### config.mk
export PLATFORM = sky130hd
export DESIGN_NAME = akf_ctrl
export DESIGN_NICKNAME = d
export VERILOG_FILES = /design/src/sv/akf_pkg.sv /design/src/sv/akf_ctrl.sv
export SDC_FILE = /design/constraint.sdc
export NUM_CORES = 1
export LEC_CHECK = 0
export ABC_AREA = 1
export BUFFER_PORTS_ARGS = -buffer_cell sky130_fd_sc_hd__buf_2
export CAP_MARGIN = 10
export CORE_MARGIN = 5
export CORE_UTILIZATION = 53
export CTS_CLUSTER_DIAMETER = 50
export CTS_CLUSTER_SIZE = 30
export DETAILED_ROUTE_END_ITERATION = 10
export MAX_ROUTING_LAYER = met4
export PLACE_DENSITY = 0.77
export SKIP_LAST_GASP = 1
export SYNTH_ARGS = -nofsm -noshare
export SYNTH_HDL_FRONTEND = slang
export SYNTH_SLANG_ARGS = --single-unit
### constraint.sdc
create_clock -name i_clk -period 1.6 [get_ports i_clk]
set_clock_uncertainty 0.1 [all_clocks]
set_input_delay 0.08 -clock i_clk [delete_from_list [all_inputs] [get_ports i_clk]]
set_output_delay 0.08 -clock i_clk [all_outputs]
set_load 0.1 [all_outputs]
### src/sv/akf_pkg.sv
// Shared types, constants and arithmetic helpers for the angle Kalman filter.
// No dependencies; the sequencer, datapath, top level and testbench import this package.
`default_nettype none
package akf_pkg;

    localparam int COV_FRAC_BITS  = 24;
    localparam int DT_FRAC_BITS   = 16;
    localparam int DIV_PRE_SHIFT  = 32 - COV_FRAC_BITS;
    localparam int DIV_STEPS      = 32;
    localparam int NOISE_W        = 27;

    localparam logic [NOISE_W-1:0] RST_ANGLE_NOISE = 27'd16777;
    localparam logic [NOISE_W-1:0] RST_BIAS_NOISE  = 27'd50332;
    localparam logic [NOISE_W-1:0] RST_MEAS_NOISE  = 27'd503316;

    localparam logic [1:0] CFG_ANGLE_NOISE = 2'd0;
    localparam logic [1:0] CFG_BIAS_NOISE  = 2'd1;
    localparam logic [1:0] CFG_MEAS_NOISE  = 2'd2;

    typedef enum logic [2:0] {
        S_IDLE, S_OP, S_MUL, S_WB, S_DSET, S_DIV, S_DFIN, S_DONE
    } t_state;

    typedef enum logic [3:0] {
        ST_RATE, ST_TPRED, ST_PAA, ST_PBB,
        ST_K0Y, ST_K1Y, ST_K0P00, ST_K0P01, ST_K1P00, ST_K1P01
    } t_step;

    typedef struct packed {
        logic  load_in;
        logic  op_load;
        logic  do_mul;
        logic  wb;
        t_step step;
        logic  div_setup;
        logic  div_iter;
        logic  div_fin;
        logic  out_load;
    } t_cmd;

    function automatic logic signed [31:0] sat32(input logic signed [69:0] v);
        if (v > 70'sd2147483647) begin
            return 32'sh7fffffff;
        end else if (v < -70'sd2147483648) begin
            return 32'sh80000000;
        end
        return v[31:0];
    endfunction

    function automatic logic signed [31:0] gain_fin(input logic zero, input logic ovf,
                                                    input logic neg, input logic [31:0] q);
        if (zero) begin
            return 32'sd0;
        end else if (neg) begin
            if (ovf || q > 32'h80000000) begin
                return 32'sh80000000;
            end
            return 32'(0 - q);
        end
        if (ovf || q[31]) begin
            return 32'sh7fffffff;
        end
        return q;
    endfunction

endpackage
`default_nettype wire

### src/sv/akf_ctrl.sv
// Sequencer of the angle Kalman filter: steps the datapath through predict,
// divide and correct. Depends on akf_pkg.
`default_nettype none
module akf_ctrl import akf_pkg::*; (
    input  wire  i_clk,
    input  wire  i_rst_n,
    input  wire  i_in_valid,
    output logic o_in_ready,
    input  wire  i_out_ready,
    output logic o_out_valid,
    output t_cmd o_cmd
);
    t_state     r_state, n_state;
    t_step      r_step, n_step;
    logic [4:0] r_cnt, n_cnt;
    logic       r_out_valid, n_out_valid;

    always_ff @(posedge i_clk) begin
        if (!i_rst_n) begin
            r_state     <= S_IDLE;
            r_step      <= ST_RATE;
            r_cnt       <= '0;
            r_out_valid <= 1'b0;
        end else begin
            r_state     <= n_state;
            r_step      <= n_step;
            r_cnt       <= n_cnt;
            r_out_valid <= n_out_valid;
        end
    end

    always_comb begin
        n_state = r_state;
        n_step  = r_step;
        n_cnt   = r_cnt;
        o_cmd   = '0;
        o_cmd.step = r_step;
        o_in_ready = (r_state == S_IDLE);
        case (r_state)
            S_IDLE: begin
                if (i_in_valid) begin
                    o_cmd.load_in = 1'b1;
                    n_step  = ST_RATE;
                    n_state = S_OP;
                end
            end
            S_OP: begin
                o_cmd.op_load = 1'b1;
                n_state = S_MUL;
            end
            S_MUL: begin
                o_cmd.do_mul = 1'b1;
                n_state = S_WB;
            end
            S_WB: begin
                o_cmd.wb = 1'b1;
                if (r_step == ST_PBB) begin
                    n_state = S_DSET;
                end else if (r_step == ST_K1P01) begin
                    n_state = S_DONE;
                end else begin
                    n_step  = t_step'(r_step + 1'b1);
                    n_state = S_OP;
                end
            end
            S_DSET: begin
                o_cmd.div_setup = 1'b1;
                n_cnt   = '0;
                n_state = S_DIV;
            end
            S_DIV: begin
                o_cmd.div_iter = 1'b1;
                n_cnt = r_cnt + 5'd1;
                if (r_cnt == 5'(DIV_STEPS - 1)) begin
                    n_state = S_DFIN;
                end
            end
            S_DFIN: begin
                o_cmd.div_fin = 1'b1;
                n_step  = ST_K0Y;
                n_state = S_OP;
            end
            S_DONE: begin
                if (!r_out_valid || i_out_ready) begin
                    o_cmd.out_load = 1'b1;
                    n_state = S_IDLE;
                end
            end
            default: n_state = S_IDLE;
        endcase
        if (o_cmd.out_load) begin
            n_out_valid = 1'b1;
        end else if (i_out_ready) begin
            n_out_valid = 1'b0;
        end else begin
            n_out_valid = r_out_valid;
        end
    end

    assign o_out_valid = r_out_valid;
endmodule
`default_nettype wire

# --- After elaboration in Yosys (flattened, before gate mapping) ---
# Index checks and enable logic that the tools add are counted.
word_totals:
  regBits: 13
  inputBits: 4
  out_inout_bits: 14
  wordCells: 52
op_classes:
  addsub: 2
  eq_ne: 15
  n_mux: 23
  n_reduce_logical: 8
ops:
  columns: ["cell", "count"]
  rows:
  - ["3-bit one-hot mux with 8 select lines", 1]
  - ["3-bit two-way mux", 5]
  - ["3-bit equality test, second input constant", 4]
  - ["1-bit two-way mux", 12]
  - ["4-bit two-way mux", 3]
  - ["4-bit one-hot mux with 3 select lines", 1]
  - ["2-bit != test, second input constant", 5]
  - ["5-bit one-hot mux with 2 select lines", 1]
  - ["3-bit by 2-bit equality test with 1-bit output, second input constant", 2]
  - ["5-bit by 1-bit adder with 5-bit output, second input constant", 1]
  - ["5-bit equality test, second input constant", 1]
  - ["4-bit by 1-bit adder with 4-bit output, second input constant", 1]
  - ["4-bit by 2-bit equality test with 1-bit output, second input constant", 1]
  - ["4-bit equality test, second input constant", 1]
  - ["4-bit AND reduction", 1]
  - ["2-bit nonzero test", 2]
  - ["3-bit by 1-bit equality test with 1-bit output, second input constant", 1]
  - ["3-bit logical NOT", 1]
  - ["3-bit AND reduction", 1]
  - ["3-bit nonzero test", 1]
  - ["1-bit logical NOT", 1]
  - ["1-bit logical OR", 1]

# --- Longest topological paths before layout ---
# Gate-level depths: netlist (run 1).
logic_depth:
  depth_word: 5
  mapped_depth: 9
  mapped_depth_nobuf: 9

# --- Worst setup path before layout (run 1) ---
# OpenSTA, ideal clock, no wires.
synth_path:
  path_kind: "reg2reg"
  from: "register r_step[1]"
  to: "register r_step[3]"
  setup_time_ns: 0.114
  arrival_time_ns: 1.857
  t_required_ns: 1.386
  path_slack_ns: -0.471
  path_stages_with_launch: 9
  path_buffers: 0
  synth_period_minus_slack_ns: 2.071
  cell_sequence: "dfxtp_1 > inv_1 > ha_1 > nand3_1 > nand2_2 > nand2_8 > nand3_4 > nor2_1 > nor2_2"
synth_between:
  elab_chain_len: 4
  word_cells_on_any_way: 9
  classes_between: "add/sub: 1; eq/ne: 4; mux: 3; reduce/logical: 1"
synth_rtl:
  columns: ["element", "line", "text"]
  rows:
  - ["from (decl)", "akf_ctrl.sv:14", "t_step r_step, n_step;"]
  - ["from (signal assigned)", "akf_ctrl.sv:26", "r_step <= n_step;"]
  - ["4-bit by 1-bit adder with 4-bit output", "akf_ctrl.sv:62", "n_step = t_step'(r_step + 1'b1);"]
  - ["4-bit two-way mux", "akf_ctrl.sv:59", "end else if (r_step == ST_K1P01) begin"]
  - ["4-bit two-way mux", "akf_ctrl.sv:57", "if (r_step == ST_PBB) begin"]
  - ["4-bit one-hot mux with 3 select lines", "akf_ctrl.sv:39", "case (r_state)"]
# Parallel ways exist; a longest one is shown, timed or not. The select of a mux whose other input is x is not followed.
# A chain may end at the register's enable or synchronous reset.

==> results of run 1 <==
==> cell usage after synthesis <==
library cell	number	area share, %
xor2_1	1	0.94
o21ai_1	1	0.54
nor2_1	20	8.1
a21oi_1	6	3.2
a21oi_2	1	0.94
nor2_8	1	2.2
or2_0	1	0.67
inv_4	3	2.0
buf_2	1	0.54
nor3_1	3	1.6
nand3_4	2	3.8
nand2_1	27	11
inv_6	1	0.94
buf_6	3	3.6
o21ai_0	2	1.1
or2_2	1	0.67
o211ai_1	1	0.81
nand3_2	4	4.3
buf_4	1	0.81
dfxtp_1	13	28
nand2_4	2	2.4
nand4_1	2	1.3
nand2_2	2	1.3
inv_2	1	0.40
inv_1	15	6.1
nand3_1	6	3.2
nor2_2	3	2.0
ha_1	4	5.4
nand2_8	1	2.2
==> state kept, by name (all words and copies together), names as in the netlist <==
name         cells
r_cnt            5
r_step           4
r_state          3
o_out_valid      1
==> cell usage in the layout (no fill, tap or decap), types with 6 or more instances in the layout <==
cell type,synthesis,layout
inv_1,15,14
dfxtp_2,0,7
nand3_1,6,6
nor2_2,3,7
buf_12,0,9
a21oi_1,6,6
nor2_1,20,16
buf_2,1,8
nand2_1,27,26
==> layer usage <==
layer	wire length (um)	vias to the layer above	track usage [%]	part of all wire (%)
met4	42	0	7.860	2.1
met3	58	6	3.438	2.9
li1	-	443	-	-
met1	849	405	17.75	42
met2	1081	19	31.80	53
met5	0	-	-	0
==> worst max-delay path: cells and delay by family, from the launching register on <==
kind	cells	cell delay, ns
buffers and inverters	2	0.39
DFF	1	0.35
AOI/OAI and AO/OA	1	0.28
and+or+nand+nor	1	0.11
==> stage by stage <==
stage,setup slack (ns),std cells,instance area (sq um)
floorplan,0.02781,129,952.2
global route,-0.009909,167,1231
finish,0.009234,167,1231
global placement,0.1479,161,1170
detailed placement,0.06300,161,1170
CTS,0.04714,166,1209
==> final cells by class <==
type,count,area [sq um]
fill,125,457.9
tap,17,21.27
clock buffer,4,26.28
multi-input combinational,91,555.5
sequential,13,276.5
timing repair buffer,22,260.3
inverter,20,91.34
==> path summary, 6_finish.rpt <==
path         slack (ns)          to  cells past startpoint  startpoint
max               0.009    o_cmd[0]                      4  r_state[2]
min                0.02   r_step[1]                      3     i_rst_n
max reg2reg        0.11  r_state[2]                      9    r_cnt[0]
min reg2reg        0.38    r_cnt[4]                      2    r_cnt[4]
==> power groups by stage <==
stage | clock (uW) | combinational, uW | sequential [uW]
4_1_cts | 208 | 1800 | 541
3_5_place_dp | 0 | 1790 | 544
6_report | 201 | 1810 | 544
3_3_place_gp | 0 | 1760 | 538
5_1_grt | 221 | 1930 | 556
2_1_floorplan | 0 | 1120 | 820
==> repair_timing <==
item | 4_1_cts | 5_1_grt
pin swaps | 0 | 1
gates resized for setup | 2 | 6
buffers inserted | 0 | 1
setup endpoints to repair | 1 | 3
endpoints found under the hold margin | 1 | 0
hold buffers | 1 | 0
cloned | 0 | 0
==> cells by family after synthesis <==
logic type / synth area share (%)
adders and majority gates: 5.384
buffers and inverters: 14.40
AOI/OAI and AO/OA: 6.595
and+or+nand+nor: 44.68
DFF: 27.99
xor gates and xnor gates: 0.9423
==> results_dict.tcl, run 1 <==
set metrics [dict create \
    worst-path-max-fanout 4 \
    yosysWarnings 0 \
    wl_per_cell_um 12.16 \
    grt_pass1_wl_um 3450 \
    vias 873 \
    cp_slowest_cell "dfxtp_1" \
    setup_viol 0 \
    peakVddDrop_uv 890.1 \
    pwr-share-comb_pct 70.8 \
    viasPerCell 5.228 \
    dr.pass1.iters 6 \
    clock_latency_ns 0.27 \
    p_total_uw 2551 \
    first_global_vias 877 \
    drc 0 \
    gp_congestion 0.8084 \
    antenna_found_initial 0 \
    drive_above_1_share_pct 42.00 \
    required_ns 1.42 \
    clockRootBuffer "clkbuf_4" \
    port-buffer-count 17 \
    die_area_sq_um 2692 \
    gr-usage-all-layers_pct 17.42 \
    syn_to_final_growth_pct 32.44 \
    endpoint_kind "output pin" \
    io_pins 18 \
    holdWs_ns 0.01578 \
    fp.dieH_um 51.88 \
    startpoint_type "flop" \
    clockPowerShare_pct 7.9 \
    utilization_pct 72.89 \
    tightest_slew_ns 0.4861 \
    syn-cell-area_sq_um 929.6 \
    seqPwrFrac_pct 21.3 \
    max_stage_delay_ns 0.35 \
    worst-setup-path-type "reg -> out" \
    synth-seq-cells 13 \
    crit_chain "buf_4, nand3_2, a21oi_1, buf_12" \
    clk_pin_slew_ns 0.08 \
    synth_fp_nets 137 \
    syn_inst 129 \
    cts_inserted_buffers 3 \
    cts.sinks 13 \
    fin_crit_ns 1.591 \
    hp-class "in -> reg" \
    intPower_uw 1044 \
    clock_tree.buffer_depth 2 \
    cts_tree "yes" \
    drv_cap 0 \
    avgSynthCellArea_sq_um 7.207 \
    slew_headroom_pct 67.82 \
    htree_levels 1 \
    antennaDiodeCount 0 \
    power_leakage_uw 0.0005707 \
    drtAntennaViolNets 0 \
    die_w_um 51.88 \
    hold_viol_final 0 \
    std_cell_rows 15 \
    period_share_pct 99.42 \
    initial_core_util_pct 55.04 \
    grt_overflow 0 \
    core_area_sq_um 1689 \
    slew_viol_final 0 \
    drt_iter0_markers 11 \
    crit_arrival_ns 1.41 \
    ys_types 29 \
    switching_share_pct 59.06 \
    power_switching_uw 1507 \
    powerDensity_nw_per_um2 2072 \
    dpl.hpwl_um 1567 \
    grt_max_degree 10 \
    ys_seq_area_share_pct 27.99 \
    final.setup.tns_ns 0 \
    fin_nets 159 \
    clock.fmax_ghz 0.6286 \
    wl_um 2031 \
    status "completed" \
]
(Power assumes the default switching activity.)
==> run 2, diff against run 1 <==
--- a/config.mk
+++ b/config.mk
@@ -7,12 +7,11 @@
 export LEC_CHECK = 0
 export ABC_AREA = 1
 export BUFFER_PORTS_ARGS = -buffer_cell sky130_fd_sc_hd__buf_2
-export CAP_MARGIN = 10
 export CORE_MARGIN = 5
 export CORE_UTILIZATION = 53
 export CTS_CLUSTER_DIAMETER = 50
-export CTS_CLUSTER_SIZE = 30
 export DETAILED_ROUTE_END_ITERATION = 10
+export HOLD_SLACK_MARGIN = 0.08
 export MAX_ROUTING_LAYER = met4
 export PLACE_DENSITY = 0.77
 export SKIP_LAST_GASP = 1
==> run 2 against run 1 <==
Global-route usage rose by 0.12 points; via count increased by 0.23%; first-iteration DRC count unchanged; maximum frequency fell by 0.18%; clock power is essentially flat; power about the same; highest routed layer unchanged; critical path depth unchanged; non-clock buffer count increased by 1; hold slack improved by 0.17 ns; sequential power is essentially flat; routed wire length is 0.54% higher.
==> results_dict.tcl, run 2 (synthesized netlist as in run 1, its figures left out) <==
set metrics [dict create \
    grt_max_degree 10 \
    drtAntennaViolNets 0 \
    worst-path-max-fanout 4 \
    drv_cap 0 \
    viasPerCell 5.208 \
    power_leakage_uw 0.0005749 \
    slew_viol_final 0 \
    grt_pass1_wl_um 3477 \
    port-buffer-count 17 \
    hp-class "in -> reg" \
    die_w_um 51.88 \
    hold_depth 5 \
    fin_crit_ns 1.594 \
    endpoint_kind "output pin" \
    antennaDiodeCount 0 \
    drc 0 \
    period_share_pct 99.60 \
    clockRootBuffer "clkbuf_4" \
    clockPowerShare_pct 7.9 \
    largest_register "r_cnt" \
    seqPwrFrac_pct 21.3 \
    antenna_found_initial 0 \
    grt_overflow 0 \
    cts.sinks 13 \
    final_common_cell "nand2_1" \
    vias 875 \
    fin_cells 168 \
    gp_congestion 0.8084 \
    clock_latency_ns 0.27 \
    clock.fmax_ghz 0.6275 \
    fin_nets 160 \
    drt_iter0_markers 11 \
    powerDensity_nw_per_um2 2057 \
    pwr-share-comb_pct 70.8 \
    cts_inserted_buffers 3 \
    crit_arrival_ns 1.41 \
    die_area_sq_um 2692 \
    wl_per_cell_um 12.15 \
    top_regs "r_cnt: 5 flops, r_step: 4 flops, r_state: 3 flops" \
    first_global_vias 887 \
    dp_cells 161 \
    gr-usage-all-layers_pct 17.54 \
    wl_um 2042 \
    tightest_slew_ns 0.4861 \
    cts_tree "yes" \
    setup_viol 0 \
    mostFrequentLayoutCells "nand2_1 (26), nor2_1 (16), inv_1 (14)" \
    syn_to_final_growth_pct 33.51 \
    std_cell_rows 15 \
    htree_levels 1 \
    io_pins 18 \
    dp_worst_setup_slack_ns 0.06300 \
    dpl.hpwl_um 1567 \
    fp.dieH_um 51.88 \
    clk_pin_slew_ns 0.08 \
    startpoint_type "flop" \
    switching_share_pct 59.04 \
    fin_ws_ns 0.006404 \
    clock_tree.buffer_depth 2 \
    dr.pass1.iters 4 \
    initial_core_util_pct 55.04 \
    status "completed" \
    required_ns 1.42 \
    intPower_uw 1046 \
    power_switching_uw 1508 \
    worst-setup-path-type "reg -> out" \
    hold_viol_final 0 \
    largest_reg_flops 5 \
    slew_headroom_pct 67.82 \
    core_area_sq_um 1689 \
    peakVddDrop_uv 890.2 \
    reg2reg_depth 9 \
    drive_above_1_share_pct 41.72 \
    final.setup.tns_ns 0 \
]
==> run 2: metrics by stage <==
step	cell area, sq um	total power (uW)	hold WS, ns	utilization, %
after floorplan	952.2	1938	0.1624	-
after global placement	1170	2295	0.2552	69.26
after detailed placement	1170	2333	0.2763	69.26
after CTS	1219	2548	0.1774	72.15
after global routing	1241	2709	0.2471	73.48
final	1241	2554	0.1850	73.48
==> run 2: power by group through the flow <==
stage          registers, uW  clock network (uW)  logic, uW
3_3_place_gp             538                   0       1760
5_1_grt                  556                 221       1930
6_report                 544                 202       1810
2_1_floorplan            820                   0       1120
3_5_place_dp             544                   0       1790
4_1_cts                  541                 208       1800
==> run 2: worst paths after layout <==
kind         slack, ns       start    endpoint
max              0.006  r_state[2]    o_cmd[0]
min               0.19  i_in_valid  r_state[0]
max reg2reg       0.11    r_cnt[0]  r_state[2]
min reg2reg       0.38    r_cnt[4]    r_cnt[4]
==> run 2: per-layer routing <==
metal | vias to the layer above | wire length [um] | GRT usage (%) | part of all wire [%]
met4 | 0 | 42 | 7.860 | 2.1
met5 | - | 0 | - | 0
li1 | 445 | - | - | -
met1 | 408 | 856 | 17.75 | 42
met2 | 16 | 1085 | 32.22 | 53
met3 | 6 | 58 | 3.438 | 2.8
==> run 2: critical path, stage by stage (launching register included) <==
cell and delay [ns]:
dfxtp_1 0.35, buf_4 0.17, nand3_2 0.11, a21oi_1 0.28, buf_12 0.22
==> run 2: cell type report <==
class / count / area [sq um]
multi-input combinational: 91 / 555.5
fill: 124 / 447.9
sequential: 13 / 276.5
timing repair buffer: 23 / 270.3
inverter: 20 / 91.34
clock buffer: 4 / 26.28
tap: 17 / 21.27
==> run 2: timing repair <==
action,CTS,global route
resized for setup,2,6
hold buffers,2,0
endpoints found under the hold margin,10,0
setup endpoints to repair,1,3
buffers inserted,0,1
pin swaps,0,1
==> run 3, diff against run 2 <==
--- a/config.mk
+++ b/config.mk
@@ -7,10 +7,10 @@
 export LEC_CHECK = 0
 export ABC_AREA = 1
 export BUFFER_PORTS_ARGS = -buffer_cell sky130_fd_sc_hd__buf_2
-export CORE_MARGIN = 5
 export CORE_UTILIZATION = 53
 export CTS_CLUSTER_DIAMETER = 50
 export DETAILED_ROUTE_END_ITERATION = 10
+export GPL_TIMING_DRIVEN = 1
 export HOLD_SLACK_MARGIN = 0.08
 export MAX_ROUTING_LAYER = met4
 export PLACE_DENSITY = 0.77
==> run 3 against run 2 <==
Sequential share of layout area is 0.30 points higher; first-iteration DRC count up 36%; highest routed layer unchanged; clock power is essentially flat; via count decreased by 2.7%; die area decreased by 28%; count of clock-buffer cells in the layout stayed put; power down 0.89%; core utilization rose by 4.2 points; routed wire length down 16%; register-to-register slack worse by 0.03 ns.
==> results_dict.tcl, run 3 (synthesized netlist as in run 1, its figures left out) <==
set metrics [dict create \
    dpl-instance-area_sq_um 1169 \
    io_pins 18 \
    grt_max_degree 10 \
    htree_levels 1 \
    die_w_um 43.88 \
    wl_per_cell_um 10.34 \
    startpoint_type "flop" \
    reg2reg_depth 9 \
    drt_iter0_markers 15 \
    vias 851 \
    r2r_slack_ns 0.08 \
    fin_crit_ns 1.540 \
    power_leakage_uw 0.0005729 \
    mostFrequentLayoutCells "nand2_1 (26), nor2_1 (16), inv_1 (14)" \
    dpl.hpwl_um 1403 \
    slew_headroom_pct 67.72 \
    wl_um 1716 \
    tightest_slew_ns 0.4876 \
    holdPathEnd "r_state[1]" \
    viasPerCell 5.127 \
    period_share_pct 96.25 \
    clockRootBuffer "clkbuf_4" \
    post-cts-setup-buffers 0 \
    port-buffer-count 17 \
    cts_tree "yes" \
    powerDensity_nw_per_um2 2066 \
    hp-class "in -> reg" \
    status "completed" \
    drtAntennaViolNets 0 \
    setup_viol 0 \
    drive_above_1_share_pct 40.00 \
    required_ns 1.42 \
    fp.dieH_um 43.88 \
    grt_overflow 0 \
    slew_viol_final 0 \
    clock_latency_ns 0.27 \
    std_cell_rows 14 \
    drc 0 \
    worstReg2RegStart "r_cnt[0]" \
    core_area_sq_um 1577 \
    largest_register "r_cnt" \
    hold_viol_final 0 \
    hold_depth 5 \
    hold_path_startpoint "i_in_valid" \
    gr-usage-all-layers_pct 21.36 \
    clk_pin_slew_ns 0.08 \
    worst-path-max-fanout 4 \
    syn_to_final_growth_pct 31.76 \
    fin_nets 159 \
    die_area_sq_um 1925 \
    dr.pass1.iters 6 \
    worst-setup-path-type "reg -> out" \
    clock.fmax_ghz 0.6493 \
    n_fill_cell 108 \
    timing.rr.end "r_state[1]" \
    drv_cap 0 \
    first_global_vias 740 \
    gp_congestion 0.8630 \
    final_common_cell "nand2_1" \
    antennaDiodeCount 0 \
    crit_arrival_ns 1.36 \
    initial_core_util_pct 58.97 \
    endpoint_kind "output pin" \
    grt_pass1_wl_um 3042 \
    antenna_found_initial 0 \
    final.setup.tns_ns 0 \
    clock_tree.buffer_depth 2 \
    peakVddDrop_uv 1116 \
    p_total_uw 2531 \
    largest_reg_flops 5 \
    cts_inserted_buffers 3 \
    rsz0062_at_grt "true" \
    final_area_sq_um 1225 \
    cts.sinks 13 \
    top_regs "r_cnt: 5 flops, r_step: 4 flops, r_state: 3 flops" \
]
[run 3: area by class of cell]
type | count | area (sq um) | share of cell area [%]
Multi-Input combinational cell | 91 | 548.0 | 44.74
Sequential cell | 13 | 276.5 | 22.57
Timing Repair Buffer | 22 | 262.8 | 21.45
Inverter | 20 | 91.34 | 7.457
Clock buffer | 4 | 26.28 | 2.145
Tap cell | 16 | 20.02 | 1.634
[run 3: worst max path at each step]
stage,endpoint,from,cells past startpoint
finish,o_cmd[0],r_state[2],4
global route,r_state[1],r_cnt[1],9
CTS,r_state[1],r_cnt[0],9
detailed placement,r_state[1],r_cnt[0],9
global placement,r_state[1],r_cnt[0],9
floorplan,o_cmd[3],r_state[1],4
[run 3: critical path: stages, from the launching register on]
cell,delay [ns]
dfxtp_1,0.35
buf_4,0.17
nand3_2,0.11
a21oi_1,0.24
buf_12,0.21
[run 3: per-stage QoR]
step                      hold slack [ns]  cells  worst slack (ns)  util, %
after floorplan                    0.1624    129           0.02781        -
after global placement             0.2606    160            0.1458    74.13
after detailed placement           0.2759    160           0.05643    74.13
after CTS                          0.1836    166           0.03935    77.22
after global routing               0.2253    166          -0.01938    77.70
final                              0.2079    166           0.05998    77.70
[run 3: repair_timing]
action	in CTS	in global routing
hold buffers	2	0
setup endpoints to repair	1	3
pin swaps	0	1
gates resized for setup	2	4
endpoints found under the hold margin	10	0
[run 3: routing by layer]
metal  vias up  GRT usage [%]  part of all wire [%]  wire length (um)
li1        443              -                     -                 -
met2        15          33.43                    49               848
met3         5          2.500                   2.7                46
met4         0          7.879                   1.3                23
met1       388          28.24                    47               798
met5         -              -                     0                 0
[run 3: report_power, final]
group	internal, uW	total [uW]	switching [uW]
Sequential	422	542	120
Combinational	523	1780	1260
Clock	96.5	204	108
